`src/rtl/prg_pkg.sv`:
```
// shared types and constants of the pinhole camera ray generator
package prg_pkg;

    localparam int SLOT_W = 21;
    localparam int PACK_W = 63;
    localparam int STEP_W = 32;
    localparam int DIM_W = 13;
    localparam int OFS_W = 40;
    localparam int DIR_W = 32;
    localparam int QUEUE_DEPTH = 4;

    localparam logic [OFS_W-1:0] OFS_SAT = 40'h7F_FFFF_FFFF;

    localparam logic [2:0] CFG_FORWARD = 3'd0;
    localparam logic [2:0] CFG_RIGHT = 3'd1;
    localparam logic [2:0] CFG_UP = 3'd2;
    localparam logic [2:0] CFG_EYE = 3'd3;
    localparam logic [2:0] CFG_STEP_X = 3'd4;
    localparam logic [2:0] CFG_STEP_Y = 3'd5;
    localparam logic [2:0] CFG_WIDTH = 3'd6;
    localparam logic [2:0] CFG_HEIGHT = 3'd7;

    typedef struct packed {
        logic [11:0] pixel_x;
        logic [11:0] pixel_y;
        logic [15:0] jitter_x;
        logic [15:0] jitter_y;
    } t_in;

    typedef struct packed {
        logic signed [DIR_W-1:0] dir_x;
        logic signed [DIR_W-1:0] dir_y;
        logic signed [DIR_W-1:0] dir_z;
        logic [PACK_W-1:0]       ray_origin;
        logic                    degenerate;
    } t_out;

    typedef struct packed {
        logic [PACK_W-1:0] forward_dir;
        logic [PACK_W-1:0] right_dir;
        logic [PACK_W-1:0] up_dir;
        logic [PACK_W-1:0] eye_position;
        logic [STEP_W-1:0] step_x;
        logic [STEP_W-1:0] step_y;
        logic [DIM_W-1:0]  image_width;
        logic [DIM_W-1:0]  image_height;
    } t_cfg;

    // scaled image plane offsets handed from front to back
    typedef struct packed {
        logic signed [OFS_W-1:0] alpha;
        logic signed [OFS_W-1:0] beta;
    } t_ofs;

endpackage

```
`src/rtl/prg_queue.sv`:
```
// short fifo between front and back
module prg_queue
    import prg_pkg::*;
(
    input  logic i_clk,
    input  logic i_rst_n,
    input  logic i_push,
    input  t_ofs i_data,
    output logic o_full,
    input  logic i_pop,
    output t_ofs o_data,
    output logic o_empty
);

    localparam int AW = $clog2(QUEUE_DEPTH);

    t_ofs          r_mem [QUEUE_DEPTH];
    logic [AW-1:0] r_wp, r_rp;
    logic [AW:0]   r_cnt;

    assign o_full = r_cnt == (AW+1)'(QUEUE_DEPTH);
    assign o_empty = r_cnt == '0;
    assign o_data = r_mem[r_rp];

    always_ff @(posedge i_clk) begin
        if (!i_rst_n) begin
            r_wp <= '0;
            r_rp <= '0;
            r_cnt <= '0;
        end else begin
            if (i_push) r_wp <= r_wp + 1'b1;
            if (i_pop) r_rp <= r_rp + 1'b1;
            if (i_push && !i_pop) r_cnt <= r_cnt + 1'b1;
            else if (!i_push && i_pop) r_cnt <= r_cnt - 1'b1;
        end
        if (i_push) r_mem[r_wp] <= i_data;
    end

endmodule

```
`config.mk`:
```
export PLATFORM = sky130hd
export DESIGN_NAME = prg_queue
export DESIGN_NICKNAME = d
export VERILOG_FILES = /design/src/rtl/prg_pkg.sv /design/src/rtl/prg_queue.sv
export SDC_FILE = /design/constraint.sdc
export NUM_CORES = 1
export LEC_CHECK = 0
export BUFFER_PORTS_ARGS = -buffer_cell sky130_fd_sc_hd__buf_4
export CAP_MARGIN = 10
export CORE_ASPECT_RATIO = 0.5
export CORE_MARGIN = 10
export CORE_UTILIZATION = 59
export DETAILED_ROUTE_END_ITERATION = 7
export PLACE_DENSITY = 0.82
export SYNTH_ARGS = -nofsm -noshare
export SYNTH_HDL_FRONTEND = slang
export SYNTH_SLANG_ARGS = --single-unit
```
`constraint.sdc`:
```
create_clock -name i_clk -period 6.25 [get_ports i_clk]
set_input_delay 0.625 -clock i_clk [delete_from_list [all_inputs] [get_ports i_clk]]
set_output_delay 0.625 -clock i_clk [all_outputs]
set_load 0.05 [all_outputs]
```
==> flow_summary.toml <==
[worst_setup_path]
crit_path_max_fanout = 42
slowest_delay_ns = 0.92
critPathCaptureType = "output pin"
critPathSlowestCell = "dfxtp_4"
rr_worst_depth = 4
critical_path_class = "flop to output pin"
crit_chain = "buf_4 -> mux4_2 -> buf_4"
cp.buffers_inverters = 2
cp_data_required_time_ns = 5.62
start_kind = "flop"
worstPathArrival_ns = 2.83
path_depth = 3
worst_path_dominant_cell_family = "flip-flops"
crit_top_cell = "buf_4"

[drt]
drc = 0
wl_per_cell_um = 24.1
drt_first_iter_violations = 402
drt_first_pass_iters = 4
vias_per_cell = 5.64
ant_nets = 0
wl_um = 22300
vias = 5230

[floorplan]
die_h_um = 121
core-area_um2 = 19800
start_util_pct = 61.0
fp-row-count = 36
num_io_pins = 166
chipWidth_um = 222
die-area_um2 = 26900

[cells_and_area]
seqCellArea_um2 = 9800
final_util_pct = 72.6
fill_cells = 1088
multi_input_area_um2 = 2060
layout-drive-gt1-share_pct = 44.4
antenna_cells = 0
nNetsFinal = 734
fin_cells = 928
areaGrowthSynthToFinish_pct = 18.8

[cts]
root_buffer = "clkbuf_16"
cts_resized = 0
post_cts_buffers = 0
clkTransAtPathRegs_ns = 0.07
htreeDepth = 1
cts_tree = "yes"
numCtsBuffers = 27
clk_latency_ns = 0.53
cts_hold_buffers = 0
clock_sinks = 329
clockBufferDepth = 3

[global_route]
grt.overflow.total = 0
grt_pass1_wl_um = 34200
grt_use_total_pct = 16.5
grt_max_degree = 70
antenna_found_initial = 0
grt_pass1_vias = 5707

[logic_synthesis]
synth_seq_cells = 329
yosysWarnings = 0
postSynthAreaPerCell_um2 = 26.2
synth_fa_ha_area_share_pct = 0.684
synth_area_um2 = 12100
muxShareOfSynthArea_pct = 15.1
yosys.area.top_type_share_pct = 79.6
yosysUniqueCellTypes = 21
synth_compound_area_share_pct = 0.104
synth_top_family_by_area = "multiplexers"
yosys.area_share.simple_pct = 0.757
synthCells = 461
syn-num-nets = 551
yosys.area.top_type = "edfxtp_1"
synthXorXnorAreaFrac_pct = 0.363
yosysSeqAreaShare_pct = 81.1
synth_area_leaders = "edfxtp_1, mux4_2, dfxtp_1"

[timing]
rsz0062_at_grt = "false"
hold_viol_final = 0
worst_pin_slew_ns = 1.06
relSlewSlack_pct = 29.6
post-route-period-util_pct = 55.3
whs_ns = 0.291
period_minus_slack_ns = 3.46
setup_viol = 0
tns_ns = 0
maxSlewViolCount = 0
fmax_ghz = 0.289
skew_ns = 0.00910

[placed_design]
io_buffers = 165
place_inst = 881
gp_congestion = 0.730
hpwl_um = 13500

[run]
drv_cap = 0

[pwr]
ir_drop_mv = 0.253
leakagePower_nw = 4.83
powerDensity_nw_per_um2 = 347
finalPower_mw = 4.98

[min_path]
hold_depth = 1
hp-class = "primary input to flop"

[run_status]
outcome = "finished clean"
-- registers in the layout, summed over array words and instances (netlist names), named ones only --
register  flops
r_wp          2
r_cnt         3
r_mem       320
r_rp          2
-- worst register-to-register path, stage by stage (launching register included) --
cell	delay, ns
dfxtp_1	0.35
inv_1	0.10
ha_1	0.16
and2_4	0.38
buf_4	0.76
-- Yosys cell counts (all sizes together) --
library cell	instances
or3	1
o21ai	1
inv	4
xor2	3
a21boi	1
and2	9
edfxtp	320
fa	1
mux4	80
buf	18
ha	5
dfxtp	9
nor3b	1
mux2i	2
xnor2	2
nand2	1
nor3	1
nor2b	2
-- metrics by stage --
step                setup slack, ns  cell area [µm²]
CTS                            2.67            14300
global placement               3.27            13500
detailed placement             3.26            13500
global route                   2.52            14300
floorplan                      3.31            12100
finish                         2.79            14300
-- cell usage in the layout (no fill, tap or decap), types with 2 or more instances in the layout --
master     synthesis  final
and2_1             9      5
and2_4             0      4
buf_4              0    172
bufinv_16          0      3
clkbuf_1           0      5
clkbuf_16          0     27
clkinv_1           0      6
clkinv_2           0      5
dfxtp_1            9      7
dfxtp_4            0      2
edfxtp_1         320    320
ha_1               5      5
inv_1              4      4
mux2i_1            2      2
mux4_2            80     80
nor2b_1            2      2
xnor2_1            2      2
xor2_1             3      3
-- kinds of logic (layout without fill, tap and decap cells) --
logic type / count (synthesis) / after routing
DFF: 329 / 329
buffers and inverters: 22 / 223
muxes: 82 / 82
adders and majority gates: 6 / 6
and+or+nand+nor: 15 / 15
xor gates and xnor gates: 5 / 5
AOI/OAI and AO/OA: 2 / 2
-- final cells by class --
type                            instances  area share [%]
Clock inverter                         15            1.07
Clock buffer                           32            4.84
Sequential cell                       329            68.3
Tap cell                              266            2.32
Inverter                                4           0.105
Timing Repair Buffer                  172            9.00
Multi-Input combinational cell        110            14.4
-- layer usage --
layer  routed length (µm)  global-route usage [%]  vias to the layer above  part of all wire, %
li1                     -                       -                     2330                    -
met1                 8810                    20.2                     2737                   39
met2                12000                    29.4                      129                   54
met3                 1060                    3.78                       34                  4.7
met4                  446                    4.35                        0                  2.0
met5                    0                       0                        -                    0
-- path summary, 6_finish.rpt --
kind,end,startpoint,slack [ns]
min,r_mem[2][63]$_DFFE_PP_,i_data[63],0.29
max reg2reg,r_mem[0][36]$_DFFE_PP_,r_wp[0]$_SDFFE_PN0P_,4.06
max,o_data[44],flop,2.79
min reg2reg,r_cnt[2]$_SDFFE_PN0P_,r_cnt[2]$_SDFFE_PN0P_,0.53
-- report_power, final --
group / leakage (nW) / switching (mW) / internal (mW)
combinational: 1.40 / 0.490 / 0.271
sequential: 3.01 / 0.0457 / 2.53
clock: 0.417 / 0.722 / 0.917
total: 4.83 / 1.26 / 3.72
Note: power is estimated with default switching activity, not from simulation.
