### config.mk
export PLATFORM = sky130hd
export DESIGN_NAME = prg_front
export DESIGN_NICKNAME = d
export VERILOG_FILES = /design/src/rtl/prg_pkg.sv /design/src/rtl/prg_front.sv
export SDC_FILE = /design/constraint.sdc
export NUM_CORES = 2
export LEC_CHECK = 0
export BUFFER_PORTS_ARGS = -buffer_cell sky130_fd_sc_hd__buf_2
export CORE_MARGIN = 2
export CORE_UTILIZATION = 45
export CTS_CLUSTER_SIZE = 24
export DETAILED_ROUTE_END_ITERATION = 8
export SYNTH_ARGS = -nofsm -noshare
export SYNTH_HDL_FRONTEND = slang
export SYNTH_SLANG_ARGS = --single-unit
### constraint.sdc
create_clock -name i_clk -period 19.1 [get_ports i_clk]
set_clock_uncertainty 0.1 [all_clocks]
set_input_delay 5.73 -clock i_clk [delete_from_list [all_inputs] [get_ports i_clk]]
set_output_delay 5.73 -clock i_clk [all_outputs]
set_load 0.02 [all_outputs]
### src/rtl/prg_pkg.sv
// shared types and constants of the pinhole camera ray generator
package prg_pkg;

    localparam int SLOT_W = 21;
    localparam int PACK_W = 63;
    localparam int STEP_W = 32;
    localparam int DIM_W = 13;
    localparam int OFS_W = 40;
    localparam int DIR_W = 32;
    localparam int QUEUE_DEPTH = 4;

    localparam logic [OFS_W-1:0] OFS_SAT = 40'h7F_FFFF_FFFF;

    localparam logic [2:0] CFG_FORWARD = 3'd0;
    localparam logic [2:0] CFG_RIGHT = 3'd1;
    localparam logic [2:0] CFG_UP = 3'd2;
    localparam logic [2:0] CFG_EYE = 3'd3;
    localparam logic [2:0] CFG_STEP_X = 3'd4;
    localparam logic [2:0] CFG_STEP_Y = 3'd5;
    localparam logic [2:0] CFG_WIDTH = 3'd6;
    localparam logic [2:0] CFG_HEIGHT = 3'd7;

    typedef struct packed {
        logic [11:0] pixel_x;
        logic [11:0] pixel_y;
        logic [15:0] jitter_x;
        logic [15:0] jitter_y;
    } t_in;

    typedef struct packed {
        logic signed [DIR_W-1:0] dir_x;
        logic signed [DIR_W-1:0] dir_y;
        logic signed [DIR_W-1:0] dir_z;
        logic [PACK_W-1:0]       ray_origin;
        logic                    degenerate;
    } t_out;

    typedef struct packed {
        logic [PACK_W-1:0] forward_dir;
        logic [PACK_W-1:0] right_dir;
        logic [PACK_W-1:0] up_dir;
        logic [PACK_W-1:0] eye_position;
        logic [STEP_W-1:0] step_x;
        logic [STEP_W-1:0] step_y;
        logic [DIM_W-1:0]  image_width;
        logic [DIM_W-1:0]  image_height;
    } t_cfg;

    // scaled image plane offsets handed from front to back
    typedef struct packed {
        logic signed [OFS_W-1:0] alpha;
        logic signed [OFS_W-1:0] beta;
    } t_ofs;

endpackage

### src/rtl/prg_front.sv
// front end: pixel offsets from center and their scaling by the pixel steps
module prg_front
    import prg_pkg::*;
#(
    parameter int COORD_BITS = 12,
    parameter int JITTER_BITS = 16
) (
    input  logic i_clk,
    input  logic i_rst_n,
    input  logic i_valid,
    output logic o_stall,
    input  t_in  i_in,
    input  t_cfg i_cfg,
    output logic o_push,
    output t_ofs o_ofs,
    input  logic i_full
);

    localparam int CU = (COORD_BITS < 12) ? COORD_BITS : 12;
    localparam int JU = (JITTER_BITS < 16) ? JITTER_BITS : 16;
    localparam int DW = ((COORD_BITS > 12) ? COORD_BITS : 12) + JITTER_BITS;
    localparam int PW = STEP_W + DW;
    localparam logic [11:0] CMASK = 12'((64'd1 << CU) - 64'd1);
    localparam logic [15:0] JMASK = 16'((64'd1 << JU) - 64'd1);

    logic          en;
    logic [DW-1:0] px, py, cx, cy;
    logic          r_f1_v, r_f2_v;
    logic          r_neg_x, r_neg_y, r_neg2_x, r_neg2_y;
    logic [DW-1:0] r_mag_x, r_mag_y;
    logic [PW-1:0] r_prod_x, r_prod_y;
    logic [PW-1:0] sh_x, sh_y;
    logic [OFS_W-1:0] p_x, p_y;

    assign en = !(r_f2_v && i_full);
    assign o_stall = !en;
    assign o_push = r_f2_v && !i_full;

    always_comb begin
        px = (DW'(i_in.pixel_x & CMASK) << JITTER_BITS) + DW'(i_in.jitter_x & JMASK);
        py = (DW'(i_in.pixel_y & CMASK) << JITTER_BITS) + DW'(i_in.jitter_y & JMASK);
        cx = DW'(i_cfg.image_width[DIM_W-1:1]) << JITTER_BITS;
        cy = DW'(i_cfg.image_height[DIM_W-1:1]) << JITTER_BITS;
    end

    always_ff @(posedge i_clk) begin
        if (!i_rst_n) begin
            r_f1_v <= 1'b0;
            r_f2_v <= 1'b0;
        end else if (en) begin
            r_f1_v <= i_valid;
            r_f2_v <= r_f1_v;
        end
        if (en) begin
            r_neg_x <= px < cx;
            r_mag_x <= (px < cx) ? cx - px : px - cx;
            r_neg_y <= cy < py;
            r_mag_y <= (cy < py) ? py - cy : cy - py;
            r_neg2_x <= r_neg_x;
            r_neg2_y <= r_neg_y;
            r_prod_x <= PW'(i_cfg.step_x) * PW'(r_mag_x);
            r_prod_y <= PW'(i_cfg.step_y) * PW'(r_mag_y);
        end
    end

    // drop the jitter fraction and clamp to the offset range
    always_comb begin
        sh_x = r_prod_x >> JITTER_BITS;
        sh_y = r_prod_y >> JITTER_BITS;
        p_x = (sh_x > PW'(OFS_SAT)) ? OFS_SAT : OFS_W'(sh_x);
        p_y = (sh_y > PW'(OFS_SAT)) ? OFS_SAT : OFS_W'(sh_y);
        o_ofs.alpha = r_neg2_x ? -$signed(p_x) : $signed(p_x);
        o_ofs.beta = r_neg2_y ? -$signed(p_y) : $signed(p_y);
    end

endmodule

==> impl_results.md <==
* Slowest CP cell: a2111oi_1
* CTS Hold Buffers Added at 0
* Die area at 150000 sq um
* WP data arrival at 14.18 ns
* Beginning of the critical path: i_cfg[42]
* Input/output buffers at 229
* Max-slew violations at 0
* Initial DRC count at 3077
* Largest net degree at the start of global routing at 66
* Area fraction of the dominant cell type after synthesis at 0.472
* Post-synth EDFFs at 148
* Most frequent CP cell: fa_1
* Startpoint Class: primary input
* Mapped Cells at 7306
* Clock period minus worst slack at 14.03 ns
* Critical R2R Launch: r_mag_y[4]
* Clk slew on worst S/H paths at 0.08 ns
* First-pass GRT wire length at 296 mm
* CTS Sinks at 150
* Period utilisation layout at 0.735
* Initial antenna violation count at 24
* DRC viols at 0
* Max Cap Violations at 0
* Final setup TNS at 0 ns
* Xor/xnor share of the synthesized area at 0.0227
* Post_cts resized at 0
* Die X at 387 microns
* CP required at 19.25 ns
* Status: completed
* Crit path buffers/inverters at 3
* Final hold violations at 0
* F_max at 71.3 MHz
* Post-synth top cells: 1801 x inv_1, 1556 x fa_1, 992 x nand2_1, 908 x and2_1, 468 x ha_1
* Deepest clock path buffer count at 2
* Height of the die at 387 microns
* Crit path max fanout at 28
* Detailed-route via count at 48.4k
* CORE AREA at 146000 sq um
* Syn_nets at 9732
* Layout area overhead at 4.95%
* Grt ovf at 0
* Crit path largest cell delay at 1.00 ns
* Post-CTS Setup Bufs at 0
* CTS tree: yes
* Total CTS buffers at 17
* Detail Route Antenna Nets at 0
* Slew HR at 0.118
* Slew @ Worst Pin at 1.31 ns
* Synth Area in Simple Gates at 0.173
* GRT Resource Usage Total at 0.254
* Adder-cell share of the synthesized area at 0.561
* Final core utilization at 0.476
* Cell with the most instances after synthesis: inv_1
* Worst path cell trace: buf_2 > and2_1 > fa_1 > fa_1 > fa_1 > inv_1 > fa_1 > inv_1 > fa_1 > fa_1 > fa_1 > ha_1 > a21oi_1 > o211ai_1 > or3_1 > o21ba_2 > a2111oi_1 > o21ai_1 > a21o_1 > a21o_1 > a2111o_1 > o311ai_0
* Synth cell types at 77
* Crit Path Class: primary input to flip-flop
* Starting Density at 0.453
* Hold WC Path Type: flip-flop to flip-flop
* Avg Cell Area, Syn at 9.03 sq um
* R2r setup slk at 10.16 ns
* Crit-path leading delay family: adder cells
* Ys async rst share at 0
* Clk_lat worst skew at 0.52 ns
* Compound-gate portion of the synthesized area at 0.0482
* Ranking of synthesized cells by area: fa_1 47%, inv_1 10%, ha_1 8.9%, and2_1 8.6%, edfxtp_1 6.7%
* Wirelength per Cell at 19.9 microns
* Post-DP HPWL at 141 mm
* Root buf cell: clkbuf_16
* Drt pass-1 iters at 6
* Mapped Area at 66000 sq um
* Yosys top cell by area: fa_1
* Final setup viols at 0
* WP depth at 22
* WL final at 182 mm
* Final nets at 9663
* End of the critical path: r_prod_y[53]
* Max H-tree Level at 4
* Ys flop type: edfxtp_1
* Fraction of layout cells with a size suffix above 1 at 0.0521
* Site Rows at 140
* Reg2reg path depth at 23
* Largest family of logic cells by synthesized area: adder cells
* Yosys warns at 0
* IO Pins at 484
* Seq cells post-synth at 150
* Crit end category: flip-flop
* Number of global-route vias before repair at 52.8k
* Fraction of synthesized area in multiplexers at 0.00197
* RSZ-0062 raised after global routing: false
* Gpl congestion at 0.864
* Reg2reg end: r_prod_y[53]
* Routed vias/inst at 5.27
* Sequential element share of the synthesized area at 0.0680
-- cell usage in the layout (no fill, tap or decap), types with 10 or more instances in the layout --
master,instances
o31ai_1,19
o21ai_0,95
a21o_1,71
ha_1,468
clkbuf_16,17
and2_1,908
nor3_1,43
nor2b_1,18
o21a_1,16
xnor2_1,93
xor2_1,78
nand2_1,991
fa_1,1556
nand2b_1,10
and3_1,17
nand3_1,30
buf_4,85
or3_1,23
buf_2,229
and4_1,10
a21oi_1,114
inv_1,1801
o211ai_1,11
o311ai_0,32
a31oi_1,14
mux2i_1,13
nand4_1,19
or4_1,13
nor2_1,131
nor4_1,20
o21bai_1,17
edfxtp_1,148
-- per-stage QoR --
stage               hold slack, ns  setup slack (ns)  cells  instance area [sq um]
global route                 0.345              4.72   9168                  69200
CTS                          0.334              5.14   9166                  69200
global placement             0.304              4.63   9135                  68700
finish                       0.327              5.07   9175                  69300
detailed placement           0.306              4.58   9135                  68700
floorplan                    0.300              3.60   7306                  66000
-- routing by layer --
layer	part of all wire	wire (microns)	vias up	track usage
met5	0.00064	116	-	0.00159
met4	0.024	4370	18	0.0674
met3	0.076	13900	260	0.0503
met2	0.46	83000	1577	0.402
met1	0.44	81000	25300	0.357
li1	-	-	21300	-
-- worst min-delay path by stage --
stage / depth (start not counted) / endpoint / start
2_1_floorplan: 0 / r_neg2_x / r_neg_x
3_3_place_gp: 0 / r_neg2_x / r_neg_x
3_5_place_dp: 0 / r_neg2_y / r_neg_y
4_1_cts: 0 / r_neg2_y / r_neg_y
5_1_grt: 0 / r_neg2_y / r_neg_y
6_report: 0 / r_neg2_y / r_neg_y
-- cell families (layout without fill, tap and decap cells) --
kind of cell	count (synthesis)	after routing
xor gates and xnor gates	171	171
DFF	150	150
buffers and inverters	2204	2147
other	0	9
muxes	13	13
AOI/OAI and AO/OA	477	477
and+or+nand+nor	2267	2267
adders and majority gates	2024	2024
-- sequential cells by signal, summed over array words and instances, names as in the netlist --
| signal | cells |
|---|---|
| r_neg2_x | 1 |
| r_mag_x | 28 |
| r_neg_x | 1 |
| r_prod_x | 44 |
| r_neg2_y | 1 |
| r_f2_v | 1 |
| r_prod_y | 44 |
| r_neg_y | 1 |
| r_mag_y | 28 |
| r_f1_v | 1 |
-- final cells by class --
cell class	count	area [sq um]
multi-input cells	4952	53200
inverters	1802	6760
well taps	1917	2400
flip-flops and latches	150	4480
repair buffers	314	1780
clock inverters	14	143
fillers	13900	76300
clock buffers	17	425
diodes	9	22.5
Power is left out: the tool's default activity adds up to more than one toggle a clock period on the data nets, which glitch-free logic cannot reach.
